File: config.mk
export PLATFORM = sky130hd
export DESIGN_NAME = lift_lock_interlock
export DESIGN_NICKNAME = d
export VERILOG_FILES = /design/src/lli_pkg.sv /design/src/lift_lock_interlock.sv /design/src/lli_near.sv /design/src/lli_core.sv
export VERILOG_INCLUDE_DIRS = /design/src /design/src/src
export SDC_FILE = /design/constraint.sdc
export NUM_CORES = 2
export LEC_CHECK = 0
export BUFFER_PORTS_ARGS = -buffer_cell sky130_fd_sc_hd__buf_4
export CORE_ASPECT_RATIO = 0.75
export CORE_MARGIN = 5
export CORE_UTILIZATION = 60
export DETAILED_ROUTE_END_ITERATION = 8
export HOLD_SLACK_MARGIN = 0.12
export PLACE_DENSITY = 0.75
export SYNTH_ARGS = -nofsm -noshare
export SYNTH_HDL_FRONTEND = slang
export SYNTH_SLANG_ARGS = --single-unit
File: constraint.sdc
create_clock -name clk -period 8.1 [get_ports clk]
set_input_delay 2.025 -clock clk [delete_from_list [all_inputs] [get_ports clk]]
set_output_delay 2.025 -clock clk [all_outputs]
set_load 0.05 [all_outputs]
File: src/lift_lock_interlock_defines.svh
// Assertion macros for the lift lock interlock.
`ifndef LIFT_LOCK_INTERLOCK_DEFINES_SVH
`define LIFT_LOCK_INTERLOCK_DEFINES_SVH

// Same-cycle implication, off during reset.
`define LLI_ASSERT_IMPLY(label, clk, rst, ante, cons, msg) \
  label: assert property (@(posedge clk) disable iff (rst) (ante) |-> (cons)) \
    else $error(msg);

// Next-cycle implication, off during reset.
`define LLI_ASSERT_NEXT(label, clk, rst, ante, cons, msg) \
  label: assert property (@(posedge clk) disable iff (rst) (ante) |=> (cons)) \
    else $error(msg);

`endif

File: src/lli_pkg.sv
// Shared constants and types for the lift lock interlock.
`timescale 1ns / 1ps

package lli_pkg;

  localparam int COORD_WIDTH_DEF = 24;
  localparam int COUNT_WIDTH_DEF = 32;

  localparam int CFG_INDEX_WIDTH = 2;

  localparam logic [CFG_INDEX_WIDTH-1:0] CFG_WEIGHT_THRESHOLD = 2'd0;
  localparam logic [CFG_INDEX_WIDTH-1:0] CFG_X_TOLERANCE      = 2'd1;
  localparam logic [CFG_INDEX_WIDTH-1:0] CFG_Y_TOLERANCE      = 2'd2;

  localparam int THRESHOLD_RESET = 500;
  localparam int X_TOL_RESET     = 500;
  localparam int Y_TOL_RESET     = 1000;

  localparam logic REQ_POSITION = 1'b0;
  localparam logic REQ_WEIGHT   = 1'b1;

  typedef enum logic [1:0] {
    STATUS_UNCHANGED  = 2'd0,
    STATUS_LIFT_START = 2'd1,
    STATUS_ALIGNING   = 2'd2,
    STATUS_LIFT_DONE  = 2'd3
  } lli_status_t;

  typedef struct packed {
    logic step;
    logic take;
  } lli_ctrl_t;

endpackage

File: src/lift_lock_interlock.sv
// Lift lock interlock top level: input register, handshake and checks.
// A weight sample passes from the input register to the result register, loaded once the output is free.
// Throughput: one transaction per cycle while in_stall is low; the input and
// result registers are parted, so an item is taken while a finished result waits.
// A position update produces no result and only updates the crane position.
// Reset (rst, synchronous) clears all points to -1, arms ready and zeroes the count.
`timescale 1ns / 1ps
`include "lift_lock_interlock_defines.svh"

module lift_lock_interlock #(
  parameter int COORD_WIDTH = lli_pkg::COORD_WIDTH_DEF,
  parameter int COUNT_WIDTH = lli_pkg::COUNT_WIDTH_DEF
) (
  input  logic                                clk,
  input  logic                                rst,
  input  logic                                in_valid,
  output logic                                in_stall,
  input  logic                                req_type,
  input  logic [COORD_WIDTH-1:0]              arg_x,
  input  logic [COORD_WIDTH-1:0]              arg_y,
  input  logic [COORD_WIDTH-1:0]              arg_third,
  output logic                                out_valid,
  input  logic                                out_stall,
  output logic                                lock_valid,
  output logic                                lock_cmd,
  output logic                                report_request,
  output logic [1:0]                          status_code,
  output logic [COUNT_WIDTH-1:0]              batch_total,
  output logic [COORD_WIDTH-1:0]              log_x,
  output logic [COORD_WIDTH-1:0]              log_y,
  output logic [COORD_WIDTH-1:0]              log_weight,
  input  logic                                cfg_valid,
  output logic                                cfg_ready,
  input  logic [lli_pkg::CFG_INDEX_WIDTH-1:0] cfg_index,
  input  logic [COORD_WIDTH-1:0]              cfg_data
);

  logic                   in_full;
  logic                   item_type;
  logic [COORD_WIDTH-1:0] item_x;
  logic [COORD_WIDTH-1:0] item_y;
  logic [COORD_WIDTH-1:0] item_third;
  logic                   out_free;
  lli_pkg::lli_ctrl_t     ctrl;

  assign out_free  = !out_valid || !out_stall;
  assign ctrl.step = in_full && ((item_type == lli_pkg::REQ_POSITION) || out_free);
  assign ctrl.take = out_valid && !out_stall;
  assign in_stall  = in_full && !ctrl.step;
  assign cfg_ready = 1'b1;

  always_ff @(posedge clk) begin
    if (rst) begin
      in_full <= 1'b0;
    end else if (!in_stall) begin
      in_full <= in_valid;
    end
  end

  always_ff @(posedge clk) begin
    if (!in_stall && in_valid) begin
      item_type  <= req_type;
      item_x     <= arg_x;
      item_y     <= arg_y;
      item_third <= arg_third;
    end
  end

  lli_core #(
    .COORD_WIDTH(COORD_WIDTH),
    .COUNT_WIDTH(COUNT_WIDTH)
  ) u_core (
    .clk           (clk),
    .rst           (rst),
    .ctrl          (ctrl),
    .item_type     (item_type),
    .item_x        (item_x),
    .item_y        (item_y),
    .item_third    (item_third),
    .cfg_we        (cfg_valid && cfg_ready),
    .cfg_index     (cfg_index),
    .cfg_data      (cfg_data),
    .out_valid     (out_valid),
    .lock_valid    (lock_valid),
    .lock_cmd      (lock_cmd),
    .report_request(report_request),
    .status_code   (status_code),
    .batch_total   (batch_total),
    .log_x         (log_x),
    .log_y         (log_y),
    .log_weight    (log_weight)
  );

  `LLI_ASSERT_IMPLY(a_lock_cmd_valid, clk, rst, out_valid && lock_cmd, lock_valid && report_request, "lock command without valid or report")
  `LLI_ASSERT_IMPLY(a_start_locks, clk, rst, out_valid && (status_code == lli_pkg::STATUS_LIFT_START), lock_valid && lock_cmd, "lift start without lock")
  `LLI_ASSERT_IMPLY(a_stall_needs_item, clk, rst, in_stall, in_full && out_valid, "stall without a held transaction")
  `LLI_ASSERT_NEXT(a_count_on_start, clk, rst, ctrl.step && (item_type == lli_pkg::REQ_WEIGHT) && (u_core.lift_count_next != u_core.lift_count), out_valid && (status_code == lli_pkg::STATUS_LIFT_START), "count moved without a lift start")

endmodule

File: src/lli_near.sv
// Proximity compare of two xy points against the x and y tolerances.
`timescale 1ns / 1ps

module lli_near #(
  parameter int COORD_WIDTH = lli_pkg::COORD_WIDTH_DEF
) (
  input  logic [COORD_WIDTH-1:0] ax,
  input  logic [COORD_WIDTH-1:0] ay,
  input  logic [COORD_WIDTH-1:0] bx,
  input  logic [COORD_WIDTH-1:0] by,
  input  logic [COORD_WIDTH-1:0] x_tol,
  input  logic [COORD_WIDTH-1:0] y_tol,
  output logic                   near
);

  logic [COORD_WIDTH:0] dx;
  logic [COORD_WIDTH:0] dy;
  logic [COORD_WIDTH:0] adx;
  logic [COORD_WIDTH:0] ady;

  assign dx  = {ax[COORD_WIDTH-1], ax} - {bx[COORD_WIDTH-1], bx};
  assign dy  = {ay[COORD_WIDTH-1], ay} - {by[COORD_WIDTH-1], by};
  assign adx = dx[COORD_WIDTH] ? (~dx + 1'b1) : dx;
  assign ady = dy[COORD_WIDTH] ? (~dy + 1'b1) : dy;

  assign near = (adx < {1'b0, x_tol}) && (ady < {1'b0, y_tol});

endmodule

File: src/lli_core.sv
// Interlock state, configuration registers, step logic and result register.
`timescale 1ns / 1ps

module lli_core #(
  parameter int COORD_WIDTH = lli_pkg::COORD_WIDTH_DEF,
  parameter int COUNT_WIDTH = lli_pkg::COUNT_WIDTH_DEF
) (
  input  logic                                clk,
  input  logic                                rst,
  input  lli_pkg::lli_ctrl_t                  ctrl,
  input  logic                                item_type,
  input  logic [COORD_WIDTH-1:0]              item_x,
  input  logic [COORD_WIDTH-1:0]              item_y,
  input  logic [COORD_WIDTH-1:0]              item_third,
  input  logic                                cfg_we,
  input  logic [lli_pkg::CFG_INDEX_WIDTH-1:0] cfg_index,
  input  logic [COORD_WIDTH-1:0]              cfg_data,
  output logic                                out_valid,
  output logic                                lock_valid,
  output logic                                lock_cmd,
  output logic                                report_request,
  output logic [1:0]                          status_code,
  output logic [COUNT_WIDTH-1:0]              batch_total,
  output logic [COORD_WIDTH-1:0]              log_x,
  output logic [COORD_WIDTH-1:0]              log_y,
  output logic [COORD_WIDTH-1:0]              log_weight
);

  localparam logic [COORD_WIDTH-1:0] UNKNOWN = '1;

  logic [COORD_WIDTH-1:0] weight_threshold;
  logic [COORD_WIDTH-1:0] x_tolerance;
  logic [COORD_WIDTH-1:0] y_tolerance;

  logic [COORD_WIDTH-1:0] crane_x, crane_y, crane_z;
  logic [COORD_WIDTH-1:0] release_x, release_y, release_z;
  logic [COORD_WIDTH-1:0] pickup_x, pickup_y, pickup_z;
  logic                   lifting;
  logic                   ready;
  logic [COUNT_WIDTH-1:0] lift_count;

  logic [COORD_WIDTH-1:0] release_x_next, release_y_next, release_z_next;
  logic [COORD_WIDTH-1:0] pickup_x_next, pickup_y_next, pickup_z_next;
  logic                   lifting_next;
  logic                   ready_next;
  logic [COUNT_WIDTH-1:0] lift_count_next;
  logic                   lv, lc, rr;
  lli_pkg::lli_status_t   st;

  logic near_rc, near_rp, near_cp;
  logic release_known, pickup_known;
  logic weight_step;

  lli_near #(.COORD_WIDTH(COORD_WIDTH)) u_near_rc (
    .ax(release_x), .ay(release_y), .bx(crane_x), .by(crane_y),
    .x_tol(x_tolerance), .y_tol(y_tolerance), .near(near_rc)
  );

  lli_near #(.COORD_WIDTH(COORD_WIDTH)) u_near_rp (
    .ax(release_x), .ay(release_y), .bx(pickup_x), .by(pickup_y),
    .x_tol(x_tolerance), .y_tol(y_tolerance), .near(near_rp)
  );

  lli_near #(.COORD_WIDTH(COORD_WIDTH)) u_near_cp (
    .ax(crane_x), .ay(crane_y), .bx(pickup_x), .by(pickup_y),
    .x_tol(x_tolerance), .y_tol(y_tolerance), .near(near_cp)
  );

  assign release_known = (release_x != UNKNOWN) && (release_y != UNKNOWN) &&
                         (release_z != UNKNOWN);
  assign pickup_known  = (pickup_x != UNKNOWN) && (pickup_y != UNKNOWN) &&
                         (pickup_z != UNKNOWN);
  assign weight_step   = ctrl.step && (item_type == lli_pkg::REQ_WEIGHT);

  always_comb begin
    logic ready_arm;
    logic clear_pts;
    logic pickup_after;
    logic above;
    logic below;

    ready_arm    = release_known ? (!near_rc || (pickup_known && near_rp)) : ready;
    clear_pts    = release_known && ready_arm;
    pickup_after = clear_pts ? 1'b0 : pickup_known;
    above        = $signed(item_third) > $signed(weight_threshold);
    below        = $signed(item_third) < $signed(weight_threshold);

    release_x_next  = clear_pts ? UNKNOWN : release_x;
    release_y_next  = clear_pts ? UNKNOWN : release_y;
    release_z_next  = clear_pts ? UNKNOWN : release_z;
    pickup_x_next   = clear_pts ? UNKNOWN : pickup_x;
    pickup_y_next   = clear_pts ? UNKNOWN : pickup_y;
    pickup_z_next   = clear_pts ? UNKNOWN : pickup_z;
    lifting_next    = lifting;
    ready_next      = ready_arm;
    lift_count_next = lift_count;
    lv = 1'b0;
    lc = 1'b0;
    rr = 1'b0;
    st = lli_pkg::STATUS_UNCHANGED;

    if (above) begin
      if (!lifting && ready_arm) begin
        pickup_x_next   = crane_x;
        pickup_y_next   = crane_y;
        pickup_z_next   = crane_z;
        lift_count_next = lift_count + 1'b1;
        lifting_next    = 1'b1;
        ready_next      = 1'b0;
        lv = 1'b1;
        lc = 1'b1;
        rr = 1'b1;
        st = lli_pkg::STATUS_LIFT_START;
      end else if (!lifting) begin
        st = lli_pkg::STATUS_ALIGNING;
      end
    end else if (below) begin
      if (!lifting) begin
        st = lli_pkg::STATUS_LIFT_DONE;
      end else begin
        release_x_next = crane_x;
        release_y_next = crane_y;
        release_z_next = crane_z;
        if (!(pickup_after && near_cp)) begin
          lifting_next = 1'b0;
          lv = 1'b1;
          rr = 1'b1;
          st = lli_pkg::STATUS_LIFT_DONE;
        end
      end
    end
  end

  always_ff @(posedge clk) begin
    if (rst) begin
      weight_threshold <= COORD_WIDTH'(lli_pkg::THRESHOLD_RESET);
      x_tolerance      <= COORD_WIDTH'(lli_pkg::X_TOL_RESET);
      y_tolerance      <= COORD_WIDTH'(lli_pkg::Y_TOL_RESET);
    end else if (cfg_we) begin
      case (cfg_index)
        lli_pkg::CFG_WEIGHT_THRESHOLD: weight_threshold <= cfg_data;
        lli_pkg::CFG_X_TOLERANCE:      x_tolerance      <= cfg_data;
        lli_pkg::CFG_Y_TOLERANCE:      y_tolerance      <= cfg_data;
        default: ;
      endcase
    end
  end

  always_ff @(posedge clk) begin
    if (rst) begin
      crane_x    <= UNKNOWN;
      crane_y    <= UNKNOWN;
      crane_z    <= UNKNOWN;
      release_x  <= UNKNOWN;
      release_y  <= UNKNOWN;
      release_z  <= UNKNOWN;
      pickup_x   <= UNKNOWN;
      pickup_y   <= UNKNOWN;
      pickup_z   <= UNKNOWN;
      lifting    <= 1'b0;
      ready      <= 1'b1;
      lift_count <= '0;
    end else if (ctrl.step) begin
      if (item_type == lli_pkg::REQ_POSITION) begin
        crane_x <= item_x;
        crane_y <= item_y;
        crane_z <= item_third;
      end else begin
        release_x  <= release_x_next;
        release_y  <= release_y_next;
        release_z  <= release_z_next;
        pickup_x   <= pickup_x_next;
        pickup_y   <= pickup_y_next;
        pickup_z   <= pickup_z_next;
        lifting    <= lifting_next;
        ready      <= ready_next;
        lift_count <= lift_count_next;
      end
    end
  end

  always_ff @(posedge clk) begin
    if (rst) begin
      out_valid <= 1'b0;
    end else if (weight_step) begin
      out_valid <= 1'b1;
    end else if (ctrl.take) begin
      out_valid <= 1'b0;
    end
  end

  always_ff @(posedge clk) begin
    if (weight_step) begin
      lock_valid     <= lv;
      lock_cmd       <= lc;
      report_request <= rr;
      status_code    <= st;
      batch_total    <= lift_count_next;
      log_x          <= item_x;
      log_y          <= item_y;
      log_weight     <= item_third;
    end
  end

endmodule
==> flow_summary.ini <==
[outcome]
status = complete, no violations

[detailed_routing]
dr.pass1.iters = 8
via_per_inst = 6.63
drc = 0
antenna_left = 0
wire_per_inst_um = 24.1
drt-initial-drc-count = 3915
wl_um = 109000
vias = 30002

[placed_design]
place_congestion = 1.05
place_ws_ns = 0.469
port_buffers = 214
dp_hpwl_um = 86100

[worst_setup_path]
path_cells = inv_1 > ha_1 > fa_1 > nor2b_1 > o31a_1 > o211ai_1 > nor4_2 > nand3_1 > nor3b_2 > and4_1 > nor4b_1 > nor2_1 > xnor2_1 > ha_1 > a211o_1 > a211o_1 > or4_1 > a41oi_1 > a211oi_2 > nor4_2 > or3b_1 > a21oi_1
arrival_ns = 8.09
critPathCaptureType = register
worst_path_max_delay_cell = nor4_2
crit_fanout = 14
cp-start-kind = register
crit_type = register to register
cp.required_ns = 8.63
slowest_delay_ns = 0.87

[cts]
cts_max_level = 2
clock_sinks = 505
clock_path_buffers = 3
clock_latency_ns = 0.63
root_buffer = clkbuf_16
cts_inserted_buffers = 51
cts_tree = built
path_clk_slew_ns = 0.06
ctsHoldBuffers = 0

[die]
io_pins = 216
die_area_um2 = 59300
std_cell_rows = 74
initial_core_util = 0.603
die_w_um = 279
coreArea_um2 = 54200
die_h_um = 212

[power_and_ir_drop]
power_frac_comb = 0.317
pwr-share-clk = 0.327
power_density_nw_per_um2 = 213
leakage_nw = 15.9
seq_power_share = 0.356
p_total_w = 0.00780
switching_share = 0.338
p_int_w = 0.00517
p_sw_w = 0.00263
max-vdd-ir-drop_mv = 0.168

[yosys]
synth.distinct_cells = 92
yosysMostFrequentCell = dfxtp_1
synth_async_sr_flop_share = 0
synthFlopType = dfxtp_1
synthesis.area_um2 = 32700
ys_ff_latch = 505
synth_top_area_cell = dfxtp_1
avgSynthCellArea_um2 = 9.05
synth_area_leaders = dfxtp_1 (20%), edfxtp_1 (17%), ha_1 (12%), xnor2_1 (4.7%), a21oi_1 (4.3%)
synth.cells.most_frequent = dfxtp_1 (324), ha_1 (313), nand2_1 (296)
yosysSeqAreaShare = 0.365
synth_top_area_share = 0.198
synth_edf_count = 181
yosysWarningCount = 0
syn_inst = 3612
syn-num-nets = 4035

[sta]
fmax_mhz = 132
timing.final.crit_share = 0.934
finalSetupViolations = 0
final_max_slew_viol_count = 0
rsz0062_at_grt = false
period_needed_ns = 7.57
finalHoldViolations = 0
worst_pin_slew_ns = 1.23
fin_skew_ns = 0.0217
timing.setup.tns_ns = 0
slew_headroom = 0.174
setup_slack_ns = 0.531

[global_route]
antenna_found_initial = 5
grt.total_usage = 0.353
grt_pass1_vias = 27529
grt_pass1_wl_um = 163000
grt-ovfl-total = 0
grt_max_degree = 95

[cells_and_area]
top_regs = u_core.batch_total: 32 flops, u_core.lift_count: 32 flops
final_util = 0.676
area_growth_pct = 12.1
layout-drive-gt1-share = 0.102
nets = 4184

[hold_path]
hp-class = register to register

[run]
drv_cap = 0
-- cells by family after synthesis --
kind of cell | after synthesis | share of synthesized area
buffers and inverters | 377 | 0.0468
AND/OR/NAND/NOR | 1059 | 0.160
multiplexers | 13 | 0.00421
flip-flops | 505 | 0.365
other | 1 | 0.000115
AO/OA/AOI/OAI | 1060 | 0.226
adder cells (fa/ha/maj) | 319 | 0.124
XOR/XNOR | 278 | 0.0745
-- layout by cell type (no fill, tap or decap), drive strengths merged, types with 44 or more instances in the layout --
cell type / instances
nor3: 60
nand2: 296
ha: 313
a211oi: 44
a21oi: 279
o21ai: 145
nor2: 262
xnor2: 177
a21o: 82
dfxtp: 324
inv: 236
nand4: 83
xor2: 101
edfxtp: 181
nand3: 68
a211o: 102
nor2b: 54
o22a: 146
clkbuf: 74
buf: 242
-- final timing paths --
path,from,end,slack (ns),cells past startpoint
worst max-delay path,u_core.release_x[0]$_SDFFE_PP1P_,u_core.lift_count[17]$_SDFFE_PP0P_,0.53,22
worst min-delay path,u_core.x_tolerance[22]$_SDFFE_PP0P_,u_core.x_tolerance[22]$_SDFFE_PP0P_,0.46,2
worst max register to register,u_core.release_x[0]$_SDFFE_PP1P_,u_core.lift_count[17]$_SDFFE_PP0P_,0.53,22
worst min register to register,u_core.x_tolerance[22]$_SDFFE_PP0P_,u_core.x_tolerance[22]$_SDFFE_PP0P_,0.46,2
-- area by class of cell --
class                           count  area (um^2)
Tap cell                          722          903
Sequential cell                   505        11900
Clock inverter                     22          289
Fill cell                        4287        17500
Timing Repair Buffer              242         1850
Antenna cell                        2         5.00
Clock buffer                       74         1510
Inverter                          231          870
Multi-Input combinational cell   2730        19300
-- worst max-delay path, delay by kind of cell, from the launching register on --
family,cells,cell delay [ns]
compound gates,7,1.93
flops,1,0.35
fa+ha+maj,3,0.95
simple gates,10,3.86
xor+xnor,1,0.29
buf+inv,1,0.07
-- metal layers --
layer	routed length, um	global-route usage
met1	49100	0.546
met2	43100	0.491
met3	14700	0.0969
met4	2420	0.0782
met5	13	0
-- per-stage QoR --
stage,std cells,cell area [um^2],hold WS [ns]
CTS,4526,36600,0.456
finish,4528,36600,0.456
global route,4528,36600,0.467
global placement,4430,34800,0.436
floorplan,3612,32700,0.428
detailed placement,4430,34800,0.442
-- repair_timing --
| action | 4_1_cts | 5_1_grt |
|---|---|---|
| resized for setup | 0 | 2 |
| hold endpoints to repair | 0 | 0 |
| buffers inserted | 0 | 0 |
| setup endpoints to repair | 0 | 150 |
-- power by group through the flow --
stage	logic [W]	registers, W	clock network, W
2_1_floorplan	0.00171	0.00286	0
3_3_place_gp	0.00232	0.00283	0
3_5_place_dp	0.00239	0.00283	0
4_1_cts	0.00241	0.00278	0.00256
5_1_grt	0.00270	0.00278	0.00267
6_report	0.00247	0.00278	0.00255
Note: power is estimated with default switching activity, not from simulation.
